[src/hdl/bfe_pkg.sv]
// shared constants, codes and controller/datapath interface types
`default_nettype none
package bfe_pkg;

  localparam int MAX_POINTS = 16;
  localparam int IDX_W      = $clog2(MAX_POINTS);
  localparam int CNT_W      = $clog2(MAX_POINTS + 1);
  localparam int CLK_W      = 32;
  localparam int GAIN_W     = 16;
  localparam int SMP_W      = 24;
  localparam int REQ_W      = 2;
  localparam int NUM_W      = GAIN_W + CLK_W;
  localparam int QUO_W      = GAIN_W + 1;
  localparam int PROD_W     = NUM_W + 2;
  localparam int SPROD_W    = SMP_W + GAIN_W + 1;
  localparam int IN_DATA_W  = 2 * CLK_W + GAIN_W + SMP_W;
  localparam int OUT_BITS   = SMP_W + GAIN_W + CNT_W;
  localparam int OUT_DATA_W = ((OUT_BITS + 7) / 8) * 8;

  localparam logic [GAIN_W-1:0] UNITY_GAIN = 16'h8000;

  localparam logic [REQ_W-1:0] REQ_SAMPLE = 2'd0;
  localparam logic [REQ_W-1:0] REQ_ADD    = 2'd1;
  localparam logic [REQ_W-1:0] REQ_REMOVE = 2'd2;
  localparam logic [REQ_W-1:0] REQ_NONE   = 2'd3;

  typedef struct packed {
    logic latch;
    logic walk_s;
    logic mul;
    logic div_go;
    logic gain;
    logic smul;
    logic sat;
    logic prune;
    logic walk_a;
    logic shift;
    logic walk_r;
    logic load_out;
  } cmd_t;

  typedef struct packed {
    logic walk_end;
    logic nxt;
    logic hit;
    logic full;
    logic div_done;
    logic shift_end;
    logic prune_end;
    logic last;
    logic out_free;
  } sts_t;

endpackage
`default_nettype wire

[src/hdl/bfe_div.sv]
// serial restoring divider for the interpolation step, one quotient bit a cycle
`default_nettype none
module bfe_div (
  input  logic                       clk_i,
  input  logic                       rst_ni,
  input  logic                       start_i,
  input  logic [bfe_pkg::NUM_W-1:0]  num_i,
  input  logic [bfe_pkg::CLK_W-1:0]  den_i,
  output logic [bfe_pkg::QUO_W-1:0]  quo_o,
  output logic                       done_o
);
  import bfe_pkg::*;

  localparam int CW = $clog2(QUO_W + 1);

  logic [CLK_W-1:0] rem_q, rem_d, den_q;
  logic [QUO_W-1:0] sh_q, sh_d;
  logic [CW-1:0]    cnt_q;
  logic             busy_q, done_q;
  logic [CLK_W:0]   trial;
  logic             ge;

  assign trial = {rem_q, sh_q[QUO_W-1]};
  assign ge    = trial >= {1'b0, den_q};

  always_comb begin
    rem_d = ge ? CLK_W'(trial - {1'b0, den_q}) : trial[CLK_W-1:0];
    sh_d  = {sh_q[QUO_W-2:0], ge};
  end

  always_ff @(posedge clk_i or negedge rst_ni) begin
    if (!rst_ni) begin
      busy_q <= 1'b0;
      done_q <= 1'b0;
      cnt_q  <= '0;
    end else begin
      done_q <= busy_q && (cnt_q == CW'(1));
      if (start_i) begin
        busy_q <= 1'b1;
        cnt_q  <= CW'(QUO_W);
      end else if (busy_q) begin
        cnt_q <= cnt_q - 1'b1;
        if (cnt_q == CW'(1)) busy_q <= 1'b0;
      end
    end
  end

  always_ff @(posedge clk_i) begin
    if (start_i) begin
      rem_q <= CLK_W'(num_i[NUM_W-1:QUO_W]);
      sh_q  <= num_i[QUO_W-1:0];
      den_q <= den_i;
    end else if (busy_q) begin
      rem_q <= rem_d;
      sh_q  <= sh_d;
    end
  end

  assign quo_o  = sh_q;
  assign done_o = done_q;

endmodule
`default_nettype wire

[src/hdl/bfe_datapath.sv]
// breakpoint table, interpolation and scaling datapath with output register
`default_nettype none
module bfe_datapath (
  input  logic                          clk_i,
  input  logic                          rst_ni,
  input  bfe_pkg::cmd_t                 cmd_i,
  output bfe_pkg::sts_t                 sts_o,
  input  logic [bfe_pkg::IN_DATA_W-1:0] in_data_i,
  input  logic                          in_last_i,
  input  logic                          m_ready_i,
  output logic                          m_valid_o,
  output logic [bfe_pkg::OUT_DATA_W-1:0] m_data_o,
  output logic                          m_user_o
);
  import bfe_pkg::*;

  localparam int SQ_W = SPROD_W - 15;
  localparam logic signed [SQ_W-1:0] SAT_HI = SQ_W'(8388607);
  localparam logic signed [SQ_W-1:0] SAT_LO = -SQ_W'(8388608);

  logic [CLK_W-1:0]  pt_clk_q  [MAX_POINTS];
  logic [GAIN_W-1:0] pt_gain_q [MAX_POINTS];

  logic [CNT_W-1:0]  count_q, active_q, idx_q, sh_q, kept_q, pn_q, hit_idx_q;
  logic [GAIN_W-1:0] cur_gain_q, pgain_q, g0_q, g1_q;
  logic [CLK_W-1:0]  ev_clk_q, rend_q, c0_q, c1_q;
  logic signed [SMP_W-1:0]   smp_q;
  logic              last_q, found_q, nxt_q, status_q;
  logic signed [PROD_W-1:0]  prod_q;
  logic signed [SPROD_W-1:0] sprod_q;
  logic [SMP_W-1:0]  res_q;
  logic              m_valid_q, m_user_q;
  logic [OUT_DATA_W-1:0] m_data_q;

  logic [CNT_W-1:0]  rd_ptr, wr_ptr, pn_d;
  logic [CLK_W-1:0]  rd_clk, wr_clk;
  logic [GAIN_W-1:0] rd_gain, wr_gain;
  logic              wr_en, wr_gain_only;
  logic              at_end, gt, eq, in_rng, full;
  logic signed [GAIN_W:0]    gdiff;
  logic signed [CLK_W:0]     dclk;
  logic [PROD_W-1:0]         mag;
  logic [QUO_W-1:0]          quo;
  logic                      div_done;
  logic [GAIN_W+1:0]         gsum;
  logic signed [SPROD_W-1:0] biased;
  logic signed [SQ_W-1:0]    sq;
  logic [SMP_W-1:0]          sat_val;

  // single read port into the table
  assign rd_ptr  = cmd_i.shift ? CNT_W'(sh_q - 1'b1) : idx_q;
  assign rd_clk  = pt_clk_q[rd_ptr[IDX_W-1:0]];
  assign rd_gain = pt_gain_q[rd_ptr[IDX_W-1:0]];

  assign at_end = idx_q == count_q;
  assign gt     = rd_clk > ev_clk_q;
  assign eq     = rd_clk == ev_clk_q;
  assign in_rng = (rd_clk >= ev_clk_q) && (rd_clk < rend_q);
  assign full   = count_q == CNT_W'(MAX_POINTS);
  assign pn_d   = (active_q > count_q) ? count_q : active_q;

  always_comb begin
    sts_o           = '0;
    sts_o.walk_end  = at_end || (cmd_i.walk_s && gt) || (cmd_i.walk_a && (eq || gt));
    sts_o.nxt       = nxt_q;
    sts_o.hit       = !at_end && eq;
    sts_o.full      = full;
    sts_o.div_done  = div_done;
    sts_o.shift_end = sh_q == idx_q;
    sts_o.prune_end = at_end;
    sts_o.last      = last_q;
    sts_o.out_free  = !m_valid_q || m_ready_i;
  end

  always_comb begin
    wr_en        = 1'b0;
    wr_gain_only = 1'b0;
    wr_ptr       = idx_q;
    wr_clk       = rd_clk;
    wr_gain      = rd_gain;
    if (cmd_i.walk_a && !at_end && eq) begin
      wr_gain_only = 1'b1;
      wr_gain      = pgain_q;
    end
    if (cmd_i.shift) begin
      wr_en = 1'b1;
      if (sh_q == idx_q) begin
        wr_clk  = ev_clk_q;
        wr_gain = pgain_q;
      end else begin
        wr_ptr = sh_q;
      end
    end
    if (cmd_i.walk_r && !at_end && !in_rng) begin
      wr_en  = 1'b1;
      wr_ptr = kept_q;
    end
    if (cmd_i.prune && !at_end) begin
      wr_en  = 1'b1;
      wr_ptr = CNT_W'(idx_q - pn_q);
    end
  end

  always_ff @(posedge clk_i) begin
    if (wr_en) begin
      pt_clk_q[wr_ptr[IDX_W-1:0]]  <= wr_clk;
      pt_gain_q[wr_ptr[IDX_W-1:0]] <= wr_gain;
    end else if (wr_gain_only) begin
      pt_gain_q[wr_ptr[IDX_W-1:0]] <= wr_gain;
    end
  end

  // interpolation arithmetic
  assign gdiff = $signed({1'b0, g1_q}) - $signed({1'b0, g0_q});
  assign dclk  = $signed({1'b0, CLK_W'(ev_clk_q - c0_q)});
  assign mag   = prod_q[PROD_W-1] ? PROD_W'(-prod_q) : PROD_W'(prod_q);

  bfe_div u_div (
    .clk_i   (clk_i),
    .rst_ni  (rst_ni),
    .start_i (cmd_i.div_go),
    .num_i   (mag[NUM_W-1:0]),
    .den_i   (CLK_W'(c1_q - c0_q)),
    .quo_o   (quo),
    .done_o  (div_done)
  );

  assign gsum = {2'b00, g0_q} + (prod_q[PROD_W-1] ? (GAIN_W+2)'(-{1'b0, quo})
                                                  : (GAIN_W+2)'({1'b0, quo}));

  // scale and saturate, truncating toward zero
  assign biased = sprod_q + (sprod_q[SPROD_W-1] ? SPROD_W'(32767) : SPROD_W'(0));
  assign sq     = biased[SPROD_W-1:15];
  always_comb begin
    if (sq > SAT_HI)      sat_val = SAT_HI[SMP_W-1:0];
    else if (sq < SAT_LO) sat_val = SAT_LO[SMP_W-1:0];
    else                  sat_val = sq[SMP_W-1:0];
  end

  always_ff @(posedge clk_i or negedge rst_ni) begin
    if (!rst_ni) begin
      count_q    <= '0;
      active_q   <= '0;
      cur_gain_q <= UNITY_GAIN;
      m_valid_q  <= 1'b0;
    end else begin
      if (cmd_i.gain) begin
        if (nxt_q) cur_gain_q <= gsum[GAIN_W-1:0];
        active_q <= found_q ? hit_idx_q : '0;
      end
      if (cmd_i.prune && at_end) begin
        count_q  <= CNT_W'(count_q - pn_q);
        active_q <= '0;
      end
      if (cmd_i.shift && (sh_q == idx_q)) count_q <= count_q + 1'b1;
      if (cmd_i.walk_r && at_end) count_q <= kept_q;
      if (cmd_i.load_out)  m_valid_q <= 1'b1;
      else if (m_ready_i)  m_valid_q <= 1'b0;
    end
  end

  always_ff @(posedge clk_i) begin
    if (cmd_i.latch) begin
      ev_clk_q <= in_data_i[CLK_W-1:0];
      rend_q   <= in_data_i[2*CLK_W-1:CLK_W];
      pgain_q  <= in_data_i[2*CLK_W+GAIN_W-1:2*CLK_W];
      smp_q    <= in_data_i[IN_DATA_W-1:2*CLK_W+GAIN_W];
      last_q   <= in_last_i;
      idx_q    <= '0;
      kept_q   <= '0;
      found_q  <= 1'b0;
      nxt_q    <= 1'b0;
      res_q    <= '0;
      status_q <= 1'b0;
    end
    if (cmd_i.walk_s && !at_end) begin
      if (gt) begin
        c1_q  <= rd_clk;
        g1_q  <= rd_gain;
        nxt_q <= found_q;
      end else begin
        c0_q      <= rd_clk;
        g0_q      <= rd_gain;
        found_q   <= 1'b1;
        hit_idx_q <= idx_q;
        idx_q     <= idx_q + 1'b1;
      end
    end
    if (cmd_i.mul)  prod_q  <= gdiff * dclk;
    if (cmd_i.smul) sprod_q <= smp_q * $signed({1'b0, cur_gain_q});
    if (cmd_i.sat) begin
      res_q <= sat_val;
      pn_q  <= pn_d;
      idx_q <= pn_d;
    end
    if (cmd_i.prune && !at_end) idx_q <= idx_q + 1'b1;
    if (cmd_i.walk_a) begin
      sh_q <= count_q;
      if (!at_end && !eq && !gt) idx_q <= idx_q + 1'b1;
      if ((at_end || (!eq && gt)) && full) status_q <= 1'b1;
    end
    if (cmd_i.shift && (sh_q != idx_q)) sh_q <= sh_q - 1'b1;
    if (cmd_i.walk_r && !at_end) begin
      idx_q <= idx_q + 1'b1;
      if (!in_rng) kept_q <= kept_q + 1'b1;
    end
    if (cmd_i.load_out) begin
      m_data_q <= OUT_DATA_W'({count_q, cur_gain_q, res_q});
      m_user_q <= status_q;
    end
  end

  assign m_valid_o = m_valid_q;
  assign m_data_o  = m_data_q;
  assign m_user_o  = m_user_q;

endmodule
`default_nettype wire

[src/hdl/bfe_ctrl.sv]
// request sequencer state machine
`default_nettype none
module bfe_ctrl (
  input  logic                      clk_i,
  input  logic                      rst_ni,
  input  logic                      in_valid_i,
  input  logic [bfe_pkg::REQ_W-1:0] in_req_i,
  output logic                      in_ready_o,
  output bfe_pkg::cmd_t             cmd_o,
  input  bfe_pkg::sts_t             sts_i
);
  import bfe_pkg::*;

  localparam logic [3:0] ST_IDLE   = 4'd0;
  localparam logic [3:0] ST_WALK_S = 4'd1;
  localparam logic [3:0] ST_MUL    = 4'd2;
  localparam logic [3:0] ST_DIV_GO = 4'd3;
  localparam logic [3:0] ST_DIV_WT = 4'd4;
  localparam logic [3:0] ST_GAIN   = 4'd5;
  localparam logic [3:0] ST_SMUL   = 4'd6;
  localparam logic [3:0] ST_SAT    = 4'd7;
  localparam logic [3:0] ST_PRUNE  = 4'd8;
  localparam logic [3:0] ST_WALK_A = 4'd9;
  localparam logic [3:0] ST_SHIFT  = 4'd10;
  localparam logic [3:0] ST_WALK_R = 4'd11;
  localparam logic [3:0] ST_DONE   = 4'd12;

  logic [3:0] state_q, state_d;
  logic       accept;

  assign in_ready_o = state_q == ST_IDLE;
  assign accept     = in_valid_i && in_ready_o;

  always_comb begin
    state_d = state_q;
    cmd_o   = '0;
    unique case (state_q)
      ST_IDLE: begin
        cmd_o.latch = accept;
        if (accept) begin
          unique case (in_req_i)
            REQ_SAMPLE: state_d = ST_WALK_S;
            REQ_ADD:    state_d = ST_WALK_A;
            REQ_REMOVE: state_d = ST_WALK_R;
            default:    state_d = ST_DONE;
          endcase
        end
      end
      ST_WALK_S: begin
        cmd_o.walk_s = 1'b1;
        if (sts_i.walk_end) state_d = ST_MUL;
      end
      ST_MUL: begin
        cmd_o.mul = 1'b1;
        state_d   = sts_i.nxt ? ST_DIV_GO : ST_GAIN;
      end
      ST_DIV_GO: begin
        cmd_o.div_go = 1'b1;
        state_d      = ST_DIV_WT;
      end
      ST_DIV_WT: begin
        if (sts_i.div_done) state_d = ST_GAIN;
      end
      ST_GAIN: begin
        cmd_o.gain = 1'b1;
        state_d    = ST_SMUL;
      end
      ST_SMUL: begin
        cmd_o.smul = 1'b1;
        state_d    = ST_SAT;
      end
      ST_SAT: begin
        cmd_o.sat = 1'b1;
        state_d   = sts_i.last ? ST_PRUNE : ST_DONE;
      end
      ST_PRUNE: begin
        cmd_o.prune = 1'b1;
        if (sts_i.prune_end) state_d = ST_DONE;
      end
      ST_WALK_A: begin
        cmd_o.walk_a = 1'b1;
        if (sts_i.walk_end) begin
          state_d = (sts_i.hit || sts_i.full) ? ST_DONE : ST_SHIFT;
        end
      end
      ST_SHIFT: begin
        cmd_o.shift = 1'b1;
        if (sts_i.shift_end) state_d = ST_DONE;
      end
      ST_WALK_R: begin
        cmd_o.walk_r = 1'b1;
        if (sts_i.walk_end) state_d = ST_DONE;
      end
      ST_DONE: begin
        cmd_o.load_out = sts_i.out_free;
        if (sts_i.out_free) state_d = ST_IDLE;
      end
      default: state_d = ST_IDLE;
    endcase
  end

  always_ff @(posedge clk_i or negedge rst_ni) begin
    if (!rst_ni) begin
      state_q <= ST_IDLE;
    end else begin
      state_q <= state_d;
    end
  end

endmodule
`default_nettype wire

[src/hdl/breakpoint_fade_envelope.sv]
// breakpoint_fade_envelope: piecewise-linear gain envelope, top level
//
// slave stream takes one request per transaction: tuser selects sample, add,
// remove or none, tlast marks the end of a read block (prunes on a sample request)
// master stream returns exactly one result per request: scaled sample, current
// gain, point count and the table-full flag
// one request is worked on at a time; the next is taken once its result has
// moved into the output register, even while that result waits for tready
// each add, remove or sample walks the table of stored points (up to 16); an add
//   may then shift later points up to make room, a sample that interpolates runs
//   the serial divider for a 17-bit quotient, and a sample on block end also
//   prunes the points before the current segment
// the table walk reads one breakpoint a cycle through a single read port
// reset empties the table, sets the gain to unity and drops any held result;
// the table contents need no clearing pass
// a stalled receiver holds the result stable and back-pressures the input
`default_nettype none
module breakpoint_fade_envelope (
  input  logic                           clk_i,
  input  logic                           rst_ni,
  input  logic                           s_axis_tvalid_i,
  output logic                           s_axis_tready_o,
  // event_clock, range_end, point_gain, sample_in
  input  logic [bfe_pkg::IN_DATA_W-1:0]  s_axis_tdata_i,
  // req_type
  input  logic [bfe_pkg::REQ_W-1:0]      s_axis_tuser_i,
  input  logic                           s_axis_tlast_i,
  output logic                           m_axis_tvalid_o,
  input  logic                           m_axis_tready_i,
  // sample_out, gain_now, point_total, zero pad
  output logic [bfe_pkg::OUT_DATA_W-1:0] m_axis_tdata_o,
  // status
  output logic                           m_axis_tuser_o
);
  import bfe_pkg::*;

  cmd_t cmd;
  sts_t sts;

  bfe_ctrl u_ctrl (
    .clk_i      (clk_i),
    .rst_ni     (rst_ni),
    .in_valid_i (s_axis_tvalid_i),
    .in_req_i   (s_axis_tuser_i),
    .in_ready_o (s_axis_tready_o),
    .cmd_o      (cmd),
    .sts_i      (sts)
  );

  bfe_datapath u_dp (
    .clk_i     (clk_i),
    .rst_ni    (rst_ni),
    .cmd_i     (cmd),
    .sts_o     (sts),
    .in_data_i (s_axis_tdata_i),
    .in_last_i (s_axis_tlast_i),
    .m_ready_i (m_axis_tready_i),
    .m_valid_o (m_axis_tvalid_o),
    .m_data_o  (m_axis_tdata_o),
    .m_user_o  (m_axis_tuser_o)
  );

endmodule
`default_nettype wire

[config.mk]
export PLATFORM = sky130hd
export DESIGN_NAME = breakpoint_fade_envelope
export DESIGN_NICKNAME = d
export VERILOG_FILES = /design/src/hdl/bfe_pkg.sv /design/src/hdl/bfe_div.sv /design/src/hdl/bfe_datapath.sv /design/src/hdl/bfe_ctrl.sv /design/src/hdl/breakpoint_fade_envelope.sv
export SDC_FILE = /design/constraint.sdc
export NUM_CORES = 2
export LEC_CHECK = 0
export ABC_AREA = 1
export ABC_CLOCK_PERIOD_IN_PS = 21400
export BUFFER_PORTS_ARGS = -buffer_cell sky130_fd_sc_hd__buf_2
export CORE_MARGIN = 4
export CORE_UTILIZATION = 40
export CTS_BUF_LIST = sky130_fd_sc_hd__clkbuf_16
export DETAILED_ROUTE_END_ITERATION = 8
export MAX_ROUTING_LAYER = met4
export SYNTH_ARGS = -nofsm -noshare
export SYNTH_HDL_FRONTEND = slang
export SYNTH_HIERARCHICAL = 1
export SYNTH_SLANG_ARGS = --single-unit
[constraint.sdc]
create_clock -name clk_i -period 21.4 [get_ports clk_i]
set_input_delay 3.21 -clock clk_i [delete_from_list [all_inputs] [get_ports clk_i]]
set_output_delay 3.21 -clock clk_i [all_outputs]
set_load 0.01 [all_outputs]
==> PnR_summary.wiki <==
{| class="wikitable"
! Metric !! Value
|-
| Result of the run || completed
|-
| Total negative setup slack || 0 ps
|-
| Highest routed metal layer || met4
|-
| Post-cts sizing count || 0
|-
| Number of hold buffers added after CTS || 0
|-
| Cell variety after synth || 69
|-
| Final period demand of the worst path || about 10000 ps
|-
| Wire length of the first global-routing pass || ~420000 um
|-
| Type of origin of the critical path || register
|-
| Gr usage total || 0.2415
|-
| Count of yosys warnings during synthesis || 6
|-
| Count of cells along the worst hold path || 0
|-
| Overflow left after global routing || 0
|-
| Overall die height || 485.4 um
|-
| Worst clock skew || ~100 ps
|-
| Die ar. || roughly 240000 um2
|-
| Ports placed on the boundary || roughly 160
|-
| Antenna violations before repair || 23
|-
| Maximum clock frequency || 0.1024 GHz
|-
| Vias per std cell || around 5.3
|-
| Clock transition at the registers of the reported paths || roughly 60 ps
|-
| Count of state elements after synthesis || 1276
|-
| Register-to-Register Path Depth || 35
|-
| Max-cap violation count || 0
|-
| Routability congestion estimate || 0.9565
|-
| Detailed-route wire length || around 280000 um
|-
| Die span in x || just under 500 um
|-
| Buffers on Ports || 158
|-
| Detailed Routing Iterations Pass 1 || 6
|-
| Crit share post-route || 0.4563
|-
| Top library cells by usage in the layout, fill and taps aside || inv_1, nand2_1, edfxtp_1
|-
| Worst setup path startpoint || u_dp/ev_clk_q[0]
|-
| Detailed Route Iter0 Violations || 6479
|-
| Remaining DRCs || 0
|-
| Buffer count from post-CTS setup fixing || 0
|-
| Count of pins over their slew limit || 0
|-
| Fraction of final layout cells sized beyond drive strength 1 || 0.07499
|-
| Capturing point of the worst reg2reg path || u_dp/prod_q[36]
|-
| TritonCTS clock tree || done
|-
| Most common library cell in the layout ignoring fill and taps || inv_1
|-
| Number of buffers on the longest clock path || 3
|-
| Number of nets with antenna violations after detailed routing || 0
|-
| Cell with the largest stage delay on the worst path || xor2_1
|-
| Type of the most critical hold path || register to register
|-
| Gate Count Post-Synth || approximately 9300
|-
| Via Count || around 66000
|-
| Seq/Total Area, Yosys || 0.4167
|-
| Wire length on met2 || ~130000 um
|-
| Standard-cell row count || around 170
|-
| Asr flop ratio synth || 0.02978
|-
| Clock buffers created by TritonCTS || around 140
|-
| Met3 wire length || ~20000 um
|-
| Most common flop cell mapped by yosys || edfxtp_1
|-
| Hold Fails Final Rpt || 0
|-
| Crit-path most repeated cell || fa_1
|-
| Type of element capturing the critical path || register
|-
| Data arrival time of the worst path || 10300 ps
|-
| Setup repair after global routing missed its margin || no
|-
| Non-Filler Instances || 12450
|-
| Net total in the final layout || approximately 11000
|-
| Endpoints failing setup || 0
|-
| Number of global-route vias before repair || ~67000
|-
| Number of placed instances with taps included || about 12000
|-
| Critical path data required time || between 20000 and 25000 ps
|-
| H-tree depth || 4
|-
| Worst Max-Slew Pin Slew || between 1000 and 1500 ps
|-
| Maximum number of pins on one net before global-route repair || 180
|-
| Post-synthesis to final-layout area growth || 9.811%
|-
| Average detailed-routed wire length per instance || 22.46 um
|-
| Synthesized cell area || 91170 um2
|-
| Worst-path fanout max || 11
|-
| Critical path class || register to register
|-
| Number of fill cells in the layout || between 20000 and 25000
|-
| Routed length on met1 || 118900 um
|-
| Maximum cell stage delay along the critical path || 850 ps
|-
| FF-to-FF setup slack || between 10000 and 15000 ps
|-
| Setup crit end || u_dp/prod_q[36]
|-
| Mean Syn Cell Area || ~9.8 um2
|-
| Worst slew margin || 0.09498
|-
| DPL Wire Length || between 150000 and 200000 um
|-
| Latest clock arrival within the worst-skew pair || a little over 800 ps
|-
| CORE AREA || around 230000 um2
|-
| EDFF count, synth || ~1200
|-
| Starting density of the core || 0.4038
|-
| Reg2reg start || u_dp/ev_clk_q[0]
|-
| CTS sink cnt || 1276
|-
| Clk Tree Root Cell || clkbuf_16
|}
==> cells in the mapped netlist (all sizes together) (40+ instances only) <==
cell,n,share of area
edfxtp,1224,0.40
o21ai,567,0.031
a21oi,310,0.017
nor2,985,0.041
o211ai,66,0.0054
o221ai,139,0.013
nand3,230,0.013
nand3b,50,0.0041
ha,482,0.066
inv,1679,0.069
nand2,1666,0.070
fa,833,0.18
o22ai,59,0.0040
xnor2,109,0.010
buf,50,0.0033
nor3,40,0.0027
xor2,159,0.016
clkbuf,323,0.013
==> cell families (layout without fill, tap and decap cells) <==
group | Yosys count | in the layout | share of synthesized area
and+or+nand+nor | 3069 | 3069 | 0.1377
buffers and inverters | 2059 | 2235 | 0.08607
adders and majority gates | 1315 | 1315 | 0.2490
DFF | 1276 | 1276 | 0.4167
AOI/OAI and AO/OA | 1273 | 1273 | 0.08255
xor gates and xnor gates | 268 | 268 | 0.02599
muxes | 16 | 16 | 0.001976
other | 1 | 10 | 0.00004113
==> critical path, delay by kind of cell (launching register included) <==
kind                     cells  cell delay (ps)
buffers and inverters        6              860
AO/OA/AOI/OAI                9             1650
adder cells (fa/ha/maj)      9             3860
XOR/XNOR                     2              980
flip-flops                   1              360
AND/OR/NAND/NOR              9             1820
==> sequential cells by signal, summed over array words and instances, names as in the netlist, 17 cells and up <==
signal	cells
u_dp/pt_clk_q	512
u_dp/pt_gain_q	256
u_dp/prod_q	49
u_dp/m_data_o	45
u_dp/sprod_q	41
u_dp/c0_q	32
u_dp/c1_q	32
u_dp/ev_clk_q	32
u_dp/rend_q	32
u_dp/u_div/den_q	32
u_dp/u_div/rem_q	32
u_dp/res_q	24
u_dp/smp_q	24
u_dp/u_div/quo_o	17
==> layout make-up <==
| class | count | area (um2) | area share |
|---|---|---|---|
| clock buffers | 137 | 3428 | 0.03424 |
| inverters | 1686 | 6334 | 0.06326 |
| clock inverters | 108 | 982.2 | 0.009810 |
| flip-flops and latches | 1276 | 37990 | 0.3794 |
| repair buffers | 304 | 1912 | 0.01910 |
| multi-input cells | 5944 | 45710 | 0.4566 |
| well taps | 2992 | 3744 | 0.03739 |
| diodes | 7 | 17.52 | 0.0001750 |
==> worst min-delay path by stage <==
stage,start,to,slack [ps]
2_1_floorplan,u_dp/res_q[0],u_dp/m_data_o[0],400
3_3_place_gp,u_dp/res_q[17],u_dp/m_data_o[17],410
3_5_place_dp,u_dp/res_q[0],u_dp/m_data_o[0],400
4_1_cts,u_dp/res_q[22],u_dp/m_data_o[22],420
5_1_grt,u_dp/res_q[1],u_dp/m_data_o[1],430
6_report,u_dp/res_q[21],u_dp/m_data_o[21],420
==> per-layer routing <==
metal | vias to the layer above | global-route usage
met3 | 484 | 0.03291
li1 | 30080 | -
met4 | 0 | 0.07515
met5 | - | -
met2 | 2502 | 0.3855
met1 | 33420 | 0.3217
==> metrics by stage <==
stage | hold WS (ps) | utilization | instance area (um2) | setup WS [ps]
global route | 431.9 | 0.4435 | 100100 | 11200
finish | 416.7 | 0.4435 | 100100 | 11640
CTS | 424.4 | 0.4434 | 100100 | 11740
floorplan | 400.3 | - | 91180 | 8094
detailed placement | 404.5 | 0.4239 | 95690 | 11750
global placement | 406.4 | 0.4239 | 95690 | 12000
Power is not shown: default switching activity piles up to over one toggle a cycle in this logic, so the estimate is an artifact.
